--- config.mk ---
export PLATFORM = sky130hd
export DESIGN_NAME = header_length_frame_receiver_flat
export DESIGN_NICKNAME = d
export VERILOG_FILES = /design/src/design/hlfr_pkg.sv /design/src/design/hlfr_in_if.sv /design/src/design/hlfr_out_if.sv /design/src/design/hlfr_ctrl.sv /design/src/design/hlfr_dp.sv /design/src/design/header_length_frame_receiver.sv /design/src/flat_wrapper.sv
export SDC_FILE = /design/constraint.sdc
export NUM_CORES = 1
export LEC_CHECK = 0
export BUFFER_PORTS_ARGS = -buffer_cell sky130_fd_sc_hd__buf_2
export CAP_MARGIN = 0
export CORE_UTILIZATION = 34
export DETAILED_ROUTE_END_ITERATION = 7
export GPL_ROUTABILITY_DRIVEN = 1
export PLACE_DENSITY = 0.51
export SYNTH_ARGS = -nofsm -noshare
export SYNTH_HDL_FRONTEND = slang
export SYNTH_SLANG_ARGS = --single-unit
--- constraint.sdc ---
create_clock -name clk -period 2.85 [get_ports clk]
set_input_delay 0.285 -clock clk [delete_from_list [all_inputs] [get_ports clk]]
set_output_delay 0.285 -clock clk [all_outputs]
set_load 0.02 [all_outputs]
--- src/design/hlfr_pkg.sv ---
package hlfr_pkg;

  // Frame store depth in bytes (header, length and payload)
  localparam int FBD = 32;
  // Index into the frame store, and a position that can also hold the depth
  localparam int IDX_W = $clog2(FBD);
  localparam int POS_W = $clog2(FBD + 1);

  // Header bytes
  localparam logic [7:0] HEAD_FIRST  = 8'h23;
  localparam logic [7:0] HEAD_SECOND = 8'h40;
  localparam logic [7:0] LEN_ZERO    = 8'h00;
  // Largest payload length that still fits behind the three header bytes
  localparam logic [7:0] LEN_MAX     = 8'(FBD - 3);

  // Commands from controller to datapath
  typedef struct packed {
    logic write;        // store rx_byte at write position, advance
    logic write_first;  // store rx_byte at entry 0, position becomes 1
    logic pos_one;      // position back to 1, keep stored '#'
    logic load_len;     // payload counter takes rx_byte
    logic dec;          // one payload byte taken
    logic start_drain;  // latch frame length, rewind read pointer
    logic drain;        // read frame out
  } cmd_t;

  // Status from datapath to controller
  typedef struct packed {
    logic is_first;
    logic is_second;
    logic len_bad;
    logic last_payload;
    logic drain_end;
  } status_t;

endpackage

--- src/design/hlfr_in_if.sv ---
interface hlfr_in_if;
  logic       valid;
  logic       ready;
  logic [7:0] rx_byte;

  modport source (output valid, output rx_byte, input ready);
  modport sink (input valid, input rx_byte, output ready);
endinterface

--- src/design/hlfr_out_if.sv ---
interface hlfr_out_if;
  logic       valid;
  logic       ready;
  logic [7:0] frame_byte;
  logic       frame_last;

  modport source (output valid, output frame_byte, output frame_last, input ready);
  modport sink (input valid, input frame_byte, input frame_last, output ready);
endinterface

--- src/design/hlfr_ctrl.sv ---
module hlfr_ctrl (
  input  logic             clk,
  input  logic             rst,
  input  logic             rx_valid,
  output logic             rx_ready,
  input  hlfr_pkg::status_t st,
  output hlfr_pkg::cmd_t    cmd
);
  import hlfr_pkg::*;

  typedef enum logic [2:0] {
    HUNT_FIRST,
    HUNT_SECOND,
    GET_LEN,
    PAYLOAD,
    DRAIN
  } state_t;

  state_t state;
  state_t state_next;
  logic   accept;

  assign rx_ready = (state != DRAIN);
  assign accept   = rx_valid && rx_ready;

  // Next state and datapath commands
  always_comb begin
    state_next = state;
    cmd        = '0;
    case (state)
      HUNT_FIRST: begin
        if (accept && st.is_first) begin
          cmd.write_first = 1'b1;
          state_next      = HUNT_SECOND;
        end
      end
      HUNT_SECOND: begin
        if (accept) begin
          if (st.is_second) begin
            cmd.write  = 1'b1;
            state_next = GET_LEN;
          end else if (!st.is_first) begin
            state_next = HUNT_FIRST;
          end
        end
      end
      GET_LEN: begin
        if (accept) begin
          if (st.is_first) begin
            cmd.pos_one = 1'b1;
            state_next  = HUNT_SECOND;
          end else if (st.len_bad) begin
            state_next = HUNT_FIRST;
          end else begin
            cmd.write    = 1'b1;
            cmd.load_len = 1'b1;
            state_next   = PAYLOAD;
          end
        end
      end
      PAYLOAD: begin
        if (accept) begin
          cmd.write = 1'b1;
          cmd.dec   = 1'b1;
          if (st.last_payload) begin
            cmd.start_drain = 1'b1;
            state_next      = DRAIN;
          end
        end
      end
      DRAIN: begin
        cmd.drain = 1'b1;
        if (st.drain_end) begin
          state_next = HUNT_FIRST;
        end
      end
      default: begin
        state_next = HUNT_FIRST;
      end
    endcase
  end

  always_ff @(posedge clk) begin
    if (rst) begin
      state <= HUNT_FIRST;
    end else begin
      state <= state_next;
    end
  end

endmodule

--- src/design/hlfr_dp.sv ---
module hlfr_dp (
  input  logic              clk,
  input  logic              rst,
  input  logic [7:0]        rx_byte,
  input  hlfr_pkg::cmd_t    cmd,
  output hlfr_pkg::status_t st,
  output logic              out_valid,
  input  logic              out_ready,
  output logic [7:0]        out_byte,
  output logic              out_last
);
  import hlfr_pkg::*;

  logic [7:0]       mem [FBD];
  logic [POS_W-1:0] wr_pos;
  logic [7:0]       remaining;
  logic [POS_W-1:0] rd_ptr;
  logic [POS_W-1:0] drain_len;
  logic             load;
  logic             load_last;

  // Byte classification for the controller
  assign st.is_first     = (rx_byte == HEAD_FIRST);
  assign st.is_second    = (rx_byte == HEAD_SECOND);
  assign st.len_bad      = (rx_byte == LEN_ZERO) || (rx_byte > LEN_MAX);
  assign st.last_payload = (remaining == 8'd1);

  // Readout advances whenever the output register is free or being taken
  assign load         = cmd.drain && (!out_valid || out_ready);
  assign load_last    = (rd_ptr + 1'b1) == drain_len;
  assign st.drain_end = load && load_last;

  // Frame store write side
  always_ff @(posedge clk) begin
    if (cmd.write_first) begin
      mem[0] <= rx_byte;
    end else if (cmd.write) begin
      mem[wr_pos[IDX_W-1:0]] <= rx_byte;
    end
  end

  // Write position, payload counter, read pointer
  always_ff @(posedge clk) begin
    if (rst) begin
      wr_pos    <= '0;
      remaining <= '0;
    end else begin
      if (cmd.write_first || cmd.pos_one) begin
        wr_pos <= POS_W'(1);
      end else if (cmd.write) begin
        wr_pos <= wr_pos + 1'b1;
      end
      if (cmd.load_len) begin
        remaining <= rx_byte;
      end else if (cmd.dec) begin
        remaining <= remaining - 1'b1;
      end
    end
  end

  always_ff @(posedge clk) begin
    if (cmd.start_drain) begin
      drain_len <= wr_pos + 1'b1;
      rd_ptr    <= '0;
    end else if (load) begin
      rd_ptr <= rd_ptr + 1'b1;
    end
  end

  // Registered read straight into the output register
  always_ff @(posedge clk) begin
    if (load) begin
      out_byte <= mem[rd_ptr[IDX_W-1:0]];
      out_last <= load_last;
    end
  end

  always_ff @(posedge clk) begin
    if (rst) begin
      out_valid <= 1'b0;
    end else if (load) begin
      out_valid <= 1'b1;
    end else if (out_ready) begin
      out_valid <= 1'b0;
    end
  end

  // Writes never run past the store
  a_wr_in_range: assert property (@(posedge clk) disable iff (rst)
    cmd.write |-> (wr_pos < POS_W'(FBD)))
    else $error("frame store write beyond depth");

  // Reads stay inside the latched frame
  a_rd_in_range: assert property (@(posedge clk) disable iff (rst)
    load |-> (rd_ptr < drain_len))
    else $error("frame readout beyond frame length");

  // End of drain puts a marked last byte on the output
  a_last_shown: assert property (@(posedge clk) disable iff (rst)
    st.drain_end |=> (out_valid && out_last))
    else $error("last byte not presented after drain end");

endmodule

--- src/design/header_length_frame_receiver.sv ---
// Header/length frame receiver.
// rx (sink): one received byte per request. The block hunts for '#', '@',
//   a length byte L and L payload bytes; frames with L of zero or with
//   3+L above the store depth are dropped, a stray second header byte drops
//   the frame, and '#' where '@' or the length is due restarts it.
// frame (source): on the final payload byte the whole stored frame
//   (header, length, payload: 3+L bytes) comes out one byte per request,
//   frame_last set on its final byte.
// Drain: the first frame byte is valid once the controller is in DRAIN and
//   the byte is loaded into the output register; the frame then drains at
//   one byte per cycle unless stalled, set by the store's single read port.
// Throughput: one input byte per cycle while hunting and collecting; rx
//   is held off while a frame drains, stalls included.
// Stalls: when frame.ready is low the output byte holds and the drain
//   pauses; once the last byte is in the output register rx is accepted
//   again.
// Reset (rst, synchronous): back to hunting for '#', no output pending.
//   The frame store is not cleared; only bytes of the current frame are read.
module header_length_frame_receiver (
  input logic   clk,
  input logic   rst,
  hlfr_in_if.sink    rx,
  hlfr_out_if.source frame
);
  import hlfr_pkg::*;

  cmd_t    cmd;
  status_t st;

  hlfr_ctrl u_ctrl (
    .clk      (clk),
    .rst      (rst),
    .rx_valid (rx.valid),
    .rx_ready (rx.ready),
    .st       (st),
    .cmd      (cmd)
  );

  hlfr_dp u_dp (
    .clk       (clk),
    .rst       (rst),
    .rx_byte   (rx.rx_byte),
    .cmd       (cmd),
    .st        (st),
    .out_valid (frame.valid),
    .out_ready (frame.ready),
    .out_byte  (frame.frame_byte),
    .out_last  (frame.frame_last)
  );

endmodule
--- src/flat_wrapper.sv ---
// flat-port wrapper written by rule: the top's interface ports become plain ports
module header_length_frame_receiver_flat import hlfr_pkg::*;
  (clk, rst, rx_valid, rx_rx_byte, rx_ready, frame_valid, frame_frame_byte, frame_frame_last, frame_ready);
  hlfr_in_if rx_i ();
  hlfr_out_if frame_i ();
  input logic clk;
  input logic rst;
  input wire logic [$bits(rx_i.valid)-1:0] rx_valid;
  input wire logic [$bits(rx_i.rx_byte)-1:0] rx_rx_byte;
  output wire logic [$bits(rx_i.ready)-1:0] rx_ready;
  output wire logic [$bits(frame_i.valid)-1:0] frame_valid;
  output wire logic [$bits(frame_i.frame_byte)-1:0] frame_frame_byte;
  output wire logic [$bits(frame_i.frame_last)-1:0] frame_frame_last;
  input wire logic [$bits(frame_i.ready)-1:0] frame_ready;
  assign rx_i.valid = rx_valid;
  assign rx_i.rx_byte = rx_rx_byte;
  assign rx_ready = rx_i.ready;
  assign frame_valid = frame_i.valid;
  assign frame_frame_byte = frame_i.frame_byte;
  assign frame_frame_last = frame_i.frame_last;
  assign frame_i.ready = frame_ready;
  header_length_frame_receiver u_core (.clk(clk), .rst(rst), .rx(rx_i), .frame(frame_i));
endmodule
Word level (Yosys, flattened, before mapping). Memories as Yosys holds them, arrays and structs flattened. A register that Yosys moved wholly into a read port is not among the register bits. Cells that the tools add are included.

Input port bits: 12. Register bits: 31. Output and inout bits: 11. Logic and storage cells: 86. Memories: 1. Memory bits (writable): 256.

Memory list: u_core.u_dp.mem (depth 32, bits a word 8, rd ports 1, clocked after Yosys merged registers in 1, wr ports 1, RTL line hlfr_dp.sv:14) `logic [7:0] mem [FBD];`.

Add/subtract/negate cells: 3. Order comparisons: 1. Multiplexer cells: 41. Reduce and logical (&&, ||, !) cells: 16. Equality and inequality tests: 16.

Operators with widths (count): 3-bit 2-to-1 mux (9); 8-bit 2-to-1 mux (3); 1-bit 2-to-1 mux (21); 3-bit one-hot mux with 5 select lines (1); 6-bit by 1-bit adder with 6-bit output (second input constant) (2); 2-bit 2-to-1 mux (5); 8-bit by 1-bit == test with 1-bit output (second input constant) (1); 8-bit by 6-bit == test with 1-bit output (second input constant) (1); 8-bit by 7-bit == test with 1-bit output (second input constant) (1); 8-bit by 5-bit > comparator with 1-bit output (second input constant) (1); 8-bit zero test (1); 2-bit != test (second input constant) (4); 8-bit OR reduction (1); 8-bit by 1-bit subtractor with 8-bit output (second input constant) (1); 7-bit AND reduction (1); 3-bit by 2-bit == test with 1-bit output (second input constant) (2); 6-bit == test (1); 2-bit nonzero test (3); 5-bit 2-to-1 mux (1); 1-bit logical AND (4); 2-bit by 1-bit != test with 1-bit output (second input constant) (2); 3-bit by 1-bit == test with 1-bit output (second input constant) (1); 3-bit == test (second input constant) (1); 3-bit zero test (1); 6 further kinds (8).

Depth between registers and ports, before layout. Gate-level depths: netlist of the first run.

Depth in word-level cells: 11. Depth in mapped cells: 8. Gate-level depth less buffers: 6.

Hierarchy. A second synthesis of the first run with hierarchy kept.

Cells, all modules: 619. Area, all modules: 11871.4 µm².

Modules (own cells, without submodules): hlfr_dp (instances 1, cells each 581, sequential area each 8558.2 µm², area an instance 11587.4 µm²); hlfr_ctrl (instances 1, cells each 38, sequential area each 60.1 µm², area an instance 284.0 µm²).

Least setup slack after synthesis of the first run. Ideal clock, no wire load.

Kind: reg-to-reg. Start: reg u_core.u_ctrl.state[2]. End: mem u_core.u_dp.mem[0][0] (enable). Required time: 2.473 ns. Path buffers: 1. Stages on the path, launching flop included: 7. Setup time: 0.377 ns. Clock period less this slack: 2.381 ns. Arrival: 2.004 ns. Path slack: 0.469 ns. Path through: dfxtp_1 -> buf_2 -> nor4b_2 -> nand3_1 -> or3_1 -> a2bb2oi_2 -> a22oi_1.

Word-level cells in the longest chain between the ends: 9. Elaborated cells on any way between the ends: 21. Those cells by class: eq/ne: 4; mux: 13; reduce/logical: 4.

Ends and longest elaborated chain: from (decl) (RTL line hlfr_ctrl.sv:19) `state_t state;`; from (signal assigned) (RTL line hlfr_ctrl.sv:87) `state <= state_next;`; 3-bit != test (RTL line hlfr_ctrl.sv:23) `assign rx_ready = (state != DRAIN);`; 1-bit logical AND (RTL line hlfr_ctrl.sv:24) `assign accept = rx_valid && rx_ready;`; 1-bit 2-to-1 mux, or another cell as far along (RTL line hlfr_ctrl.sv:62) `if (accept) begin`; 1-bit one-hot mux with 3 select lines / 1-bit 2-to-1 mux (equally long branches) (RTL line hlfr_ctrl.sv:30, hlfr_ctrl.sv:32); 1-bit 2-to-1 mux (on tied branches) (RTL line hlfr_dp.sv:37, hlfr_ctrl.sv:30); 1-bit 2-to-1 mux (RTL line hlfr_dp.sv:35) `if (cmd.write_first) begin`; 1-bit 2-to-1 mux (implied by the code) (RTL line hlfr_dp.sv:38) `mem[wr_pos[IDX_W-1:0]] <= rx_byte;`; 8-bit OR reduction (no line); 5-bit 2-to-1 mux (no line) / 1-bit 2-to-1 mux (equally long branches); to (decl) (RTL line hlfr_dp.sv:14).

Several ways; a longest one is shown, not always the timed one.

Worst setup path after layout of the first run.
Start: reg u_core.u_ctrl.state[2]. End: mem u_core.u_dp.mem[22][3] (enable).

Same word-level chain as after synthesis.

==> impl_results.md, run 1 <==
* Status: complete, no violations
* Area leader, netlist: edfxtp_1
* Maximum clock frequency at around 380 MHz
* Final #Nets at 727
* Largest net degree at the start of global routing at 38
* Synth Warn # at 0
* Hold slack at around 54 ps
* Worst Setup Path Type: reg2reg
* Dpl cell area at around 13,000 um2
* CP max FO at 9
* Detailed-router iteration count before antenna repair at 4
* Post-synth top cells: 271 x edfxtp_1, 80 x mux4_2, 55 x nor2_1
* PwrDens at approximately 620 nW/um2
* Synth async-reset ratio at 0%
* Initial Util at approximately 35%
* GP Congestion at about 0.83
* DIE HEIGHT at between 150 and 200 um
* Fin crit period at ~2600 ps
* TNS Setup at 0 ps
* R2R cell count at 7
* Synthesized area at 11,970 um2
* Crit path launch type: flop
* DRC viols at 0
* Crit path largest cell delay at between 500 and 600 ps
* Initial antenna violation count at 0
* Clock root buffer: clkbuf_16
* Final core utilization at between 40% and 50%
* Relative slew margins at around two fifths
* Worst skew pair latency at roughly 550 ps
* Predominant post-synthesis flop cell: edfxtp_1
* Grt total ovfl at 0
* VDD IR max at ~520 uV
* Crit. End Element: flop
* Worst Tran Pin Value at 913.0 ps
* Netlist cell types at 52
* Die area at roughly 36,000 um2
* Clk sinks at ~300
* Hold depth at 3
* Synth top area cells: edfxtp_1 68%, mux4_2 15%, dfxtp_1 4.0%, nor2_1 1.7%, xnor2_1 0.80%
* Vias/cell at just over 5
* Dpl hpwl at about 18,000 um
* CTS tree: done
* Cell Rows at just under 70
* Worst EP required at roughly 3100 ps
* Critical path depth at 7
* Clock Skews at between 15 and 20 ps
* Power Total at between 8 and 9 mW
* Core Box Area at about 35,000 um2
* Endpoint arrival time on the critical path at ~2900 ps
* Max-slew violations at 0
* Num ports at 23
* Most common cell in the netlist: edfxtp_1
* Mapped Cells at approximately 630
* RSZ-0062 raised after global routing: no
* Final setup vio count at 0
* Hold Crit Class: in2reg
* Final hold violations at 0
* Vias at approximately 6,100
* WL/cell at roughly 23 um
* Vias in the first global route at about 6,500
* Setup bufs post-CTS at 0
* First-pass GRT wire length at ~42,000 um
* # port buffers at 22
* Drt total wl at between 20,000 and 30,000 um
* Seq cells post-synth at 295
* Antenna Cells at 0
* Layout cells sized above 1 at between 20 and 30%
* Total track usage at about 16%
* Hold_buf cts at 0
* DRT antenna net count at 0
* Max-Cap Viols at 0
* Clk slew on worst S/H paths at around 60 ps
* CTS buffer count at 31
* # H-tree levels at 1
* Tcrit/Tclk final at between 90% and 100%
* Sequential area share after synthesis at 72.00%
* Area grow syn2layout at 16.23%
* Drt initial violations at 552
* Syn avg cell area at approximately 19 um2
* Worst path slowest cell: nand3_1
* Critical-path cell list: nor4b_2 -> nand3_1 -> buf_4 -> o32ai_4 -> nand3_1 -> nor2_1 -> buf_4
* CTS resizes at 0
* CTS Buffer Depth at 3
* WP buf/inv at 2
* Number of flops mapped to enable cells by yosys at 271
* Post-route cell area at 13,910 um2
* Post-synth top area share at approximately two thirds
* Leakage at roughly 4.4 nW
* Synthesized Nets at 648
* Die X at about 190 um
* Top delay family on crit path: simple AND/OR/NAND/NOR gates
[cell type report]
type / count / area [um2]
sequential: 295 / 8623
fill: 3068 / 20710
inverter: 6 / 22.52
timing repair buffer: 81 / 590.6
clock buffer: 37 / 798.3
tap: 455 / 569.3
clock inverter: 19 / 150.1
multi-input combinational: 296 / 3159
[path summary, 6_finish.rpt]
check | startpoint | endpoint | slack, ps
hold / removal | frame_ready | u_core.u_dp.out_valid | 50
setup / recovery | u_core.u_ctrl.state[2] | u_core.u_dp.mem[22][3] | 230
setup reg to reg | u_core.u_ctrl.state[2] | u_core.u_dp.mem[22][3] | 230
hold reg to reg | u_core.u_dp.remaining[5] | u_core.u_dp.remaining[5] | 480
[report_power, final]
part / leakage (nW) / total, mW / internal (mW) / switching [mW]
Clock: 0.453 / 3.76 / 2.16 / 1.59
Sequential: 2.63 / 4.71 / 4.71 / 0.000140
Combinational: 1.33 / 0.117 / 0.0237 / 0.0937
[per-stage QoR]
stage | setup WS, ps | instances
after floorplan | 468.6 | 632
after global placement | 205.4 | 1133
after detailed placement | 182.3 | 1133
after CTS | 234.2 | 1189
after global routing | 64.26 | 1189
final | 226.1 | 1189
[worst min-delay path, cell delays in order]
cell,delay (ps)
buf_2,70
nand2b_1,120
a21oi_1,70
[routing by layer]
metal  GRT usage [%]  vias up  part of all wire, %
met4           3.195        0                  1.4
met1           22.76     3238                   46
met5               0        -                    0
met3           1.955       34                  3.6
li1                -     2727                    -
met2           26.06      129                   49
[sequential cells by signal, summed over array words and instances, names as in the netlist]
| register | flops |
|---|---|
| u_core.u_dp.mem | 256 |
| u_core.u_dp.out_byte | 8 |
| u_core.u_dp.remaining | 8 |
| u_core.u_dp.drain_len | 6 |
| u_core.u_dp.rd_ptr | 6 |
| u_core.u_dp.wr_pos | 6 |
| u_core.u_ctrl.state | 3 |
| u_core.u_dp.out_last | 1 |
| u_core.u_dp.out_valid | 1 |
[placed cells by master, fill, tap and decap left out, types with 6 or more instances in the layout]
master,synthesis,final
clkbuf_16,0,31
nor3_1,7,7
edfxtp_1,271,271
nand3_1,16,16
xor2_1,9,9
clkinv_1,0,7
a21oi_1,10,10
mux2_2,8,8
xnor2_1,11,11
or3_1,7,7
mux4_2,80,80
clkbuf_1,20,6
buf_4,0,56
nand2_1,19,19
nor2_1,55,55
inv_1,6,6
dfxtp_1,24,22
buf_2,10,22
[kinds of logic (layout without fill, tap and decap cells)]
kind of cell | Yosys count | after routing | synth area share (%)
buf+inv | 41 | 143 | 1.610
simple gates | 141 | 141 | 5.948
xor+xnor | 20 | 20 | 1.463
flops | 295 | 295 | 72.00
fa+ha+maj | 4 | 4 | 0.4181
mux | 92 | 92 | 16.14
compound gates | 39 | 39 | 2.425
Power figures use the tool's default switching activity.
==> inputs of run 2 (changes only) <==
- clock period: 2.85 -> 3.04 ns (I/O delays scaled with it)
==> impl_results.md, run 2 (synthesis results as in run 1) <==
* Int Pwr at 6.444 mW (-6.6%)
* Hold_buf cts at 0 (unchanged)
* Crit. End Element: flop
* Crit path launch type: flop
* WP buf/inv at 1 (-1)
* Die X at 189.6 um (unchanged)
* CTS tree: done
* Non-filler cells in the finished layout at 1,176 (-1.1%)
* Vias in the first global route at 6,302 (-3.3%)
* Post-route cell area at 13,820 um2 (-0.66%)
* Worst skew pair latency at 550 ps (about the same)
* # H-tree levels at 1 (unchanged)
* Largest regs: u_core.u_dp.mem (256), u_core.u_dp.out_byte (8), u_core.u_dp.remaining (8)
* Commonest non-fill, non-tap cell in the layout: edfxtp_1
* Largest net degree at the start of global routing at 38 (unchanged)
* Dpl cell area at 12,880 um2 (-0.66%)
* R2R cell count at 6 (-1)
* # port buffers at 22 (unchanged)
* Antenna Cells at 0 (unchanged)
* CTS Buffer Depth at 3 (unchanged)
* Hold depth at 3 (unchanged)
* Relative slew margins at 43.13% (+4.2 points)
* Final #Nets at 714 (-1.8%)
* Grt total ovfl at 0 (unchanged)
* Worst Tran Pin Value at 849.9 ps (-63.07 ps)
* Total track usage at 15.44% (-0.45 points)
* Critical-path cell list: nor4b_2 -> nand3_1 -> o32ai_4 -> nand3b_1 -> nor2_1 -> buf_4
* DIE HEIGHT at 189.6 um (unchanged)
* R2R Setup Slk at 150 ps (-70 ps)
* Clk slew on worst S/H paths at 60 ps (about the same)
* Final hold violations at 0 (unchanged)
* Status: complete, no violations
* TNS Setup at 0 ps (unchanged)
* CTS buffer count at 31 (unchanged)
* Clock power share at 43.5% (-0.2 points)
* Clock Skews at 9.559 ps (-7.632 ps)
* Tcrit/Tclk final at 94.93% (+2.9 points)
* Leakage at 4.349 nW (-1.5%)
* Cell Rows at 68 (unchanged)
* DRC viols at 0 (unchanged)
* Core Box Area at 34,630 um2 (unchanged)
* Critical path depth at 6 (-1)
* Clk sinks at 295 (unchanged)
* GP Congestion at 0.8179 (-1.4%)
* Most frequent cells in the layout: 271 x edfxtp_1, 80 x mux4_2, 55 x nor2_1
* Hold slack at 97.84 ps (+44.13 ps)
* Die area at 35,960 um2 (unchanged)
* CTS resizes at 0 (unchanged)
* VDD IR max at 489.5 uV (-6.4%)
* Worst Setup Path Type: reg2reg
* Worst path slowest cell: nand3b_1
* Dpl hpwl at 18,340 um (-0.88%)
* Sw Ratio at 19.60% (-0.047 points)
* Max-slew violations at 0 (unchanged)
* Maximum clock frequency at 346.5 MHz (-9.1%)
* Area grow syn2layout at 15.46%
* Clock root buffer: clkbuf_16
* RSZ-0062 raised after global routing: no
* Switching pwr at 1.571 mW (-6.9%)
* Vias/cell at 5.168 (+0.28%)
* Hold Crit Class: in2reg
* CP max FO at 9 (unchanged)
* Initial Util at 34.57% (unchanged)
* Most flops, register: u_core.u_dp.mem
* Fin crit period at 2886 ps (+262.1 ps)
* Placed insts at 1,120 (-1.1%)
* Max-Cap Viols at 0 (unchanged)
* Final setup vio count at 0 (unchanged)
* Share of power burned in combinational logic at 1.3% (about the same)
* Largest register FFs at 256 (unchanged)
* Layout cells sized above 1 at 28.57% (-1.4 points)
* Num ports at 23 (unchanged)
* Worst EP required at 3290 ps (+200 ps)
* Drt total wl at 27,200 um (-1.5%)
* Vias at 6,078 (-0.82%)
* Crit path largest cell delay at 540 ps (+30 ps)
* Top delay family on crit path: simple AND/OR/NAND/NOR gates
* PwrDens at 579.9 nW/um2 (-6.1%)
* Setup bufs post-CTS at 0 (unchanged)
* Endpoint arrival time on the critical path at 3140 ps (+280 ps)
* Seq pwr share at 55.1% (+0.2 points)
* WL/cell at 23.13 um (-0.39%)
* Detailed-router iteration count before antenna repair at 5 (+1)
* Initial antenna violation count at 2 (+2)
* First-pass GRT wire length at 40,680 um (-4.1%)
* Drt initial violations at 599 (+8.5%)
* DRT antenna net count at 0 (unchanged)
==> run 2: final cells by class <==
cell class	count	area (um2)
Clock buffer	43	840.8
Clock inverter	13	95.09
Fill cell	3077	20810
Inverter	6	22.52
Multi-Input combinational cell	296	3164
Sequential cell	295	8623
Tap cell	455	569.3
Timing Repair Buffer	68	505.5
==> run 2: worst reg2reg max path, delay by kind of cell, from the launching register on <==
family                 cells  cell delay, ps
buffers and inverters      1             210
and+or+nand+nor            4            1480
AOI/OAI and AO/OA          1             510
DFF                        1             390
==> run 2: per-layer routing <==
layer	up-vias	track usage [%]	wire [um]
li1	2704	-	-
met1	3170	22.30	12490
met2	159	24.23	12720
met3	45	2.232	1240
met4	0	4.529	741
met5	-	0	0
==> run 2: path summary, 6_finish.rpt <==
check                                 from                  endpoint
setup / recovery    u_core.u_ctrl.state[2]    u_core.u_dp.mem[21][3]
hold / removal                 frame_ready    u_core.u_ctrl.state[2]
setup reg to reg    u_core.u_ctrl.state[2]    u_core.u_dp.mem[21][3]
hold reg to reg   u_core.u_dp.remaining[5]  u_core.u_dp.remaining[5]
==> run 2: through the flow <==
step | util [%] | worst slack [ps] | power (mW)
after floorplan | - | 658.6 | 4.522
after global placement | 37.19 | 287.4 | 4.613
after detailed placement | 37.19 | 126.7 | 4.616
after CTS | 39.90 | 83.26 | 8.096
after global routing | 39.91 | 15.60 | 8.249
final | 39.91 | 154.0 | 8.015
==> run 2: power by group through the flow <==
stage	combinational, mW	sequential (mW)	clock (mW)
floorplan	0.0137	4.51	0
global placement	0.107	4.51	0
detailed placement	0.111	4.51	0
CTS	0.111	4.42	3.57
global route	0.117	4.42	3.72
finish	0.107	4.42	3.49
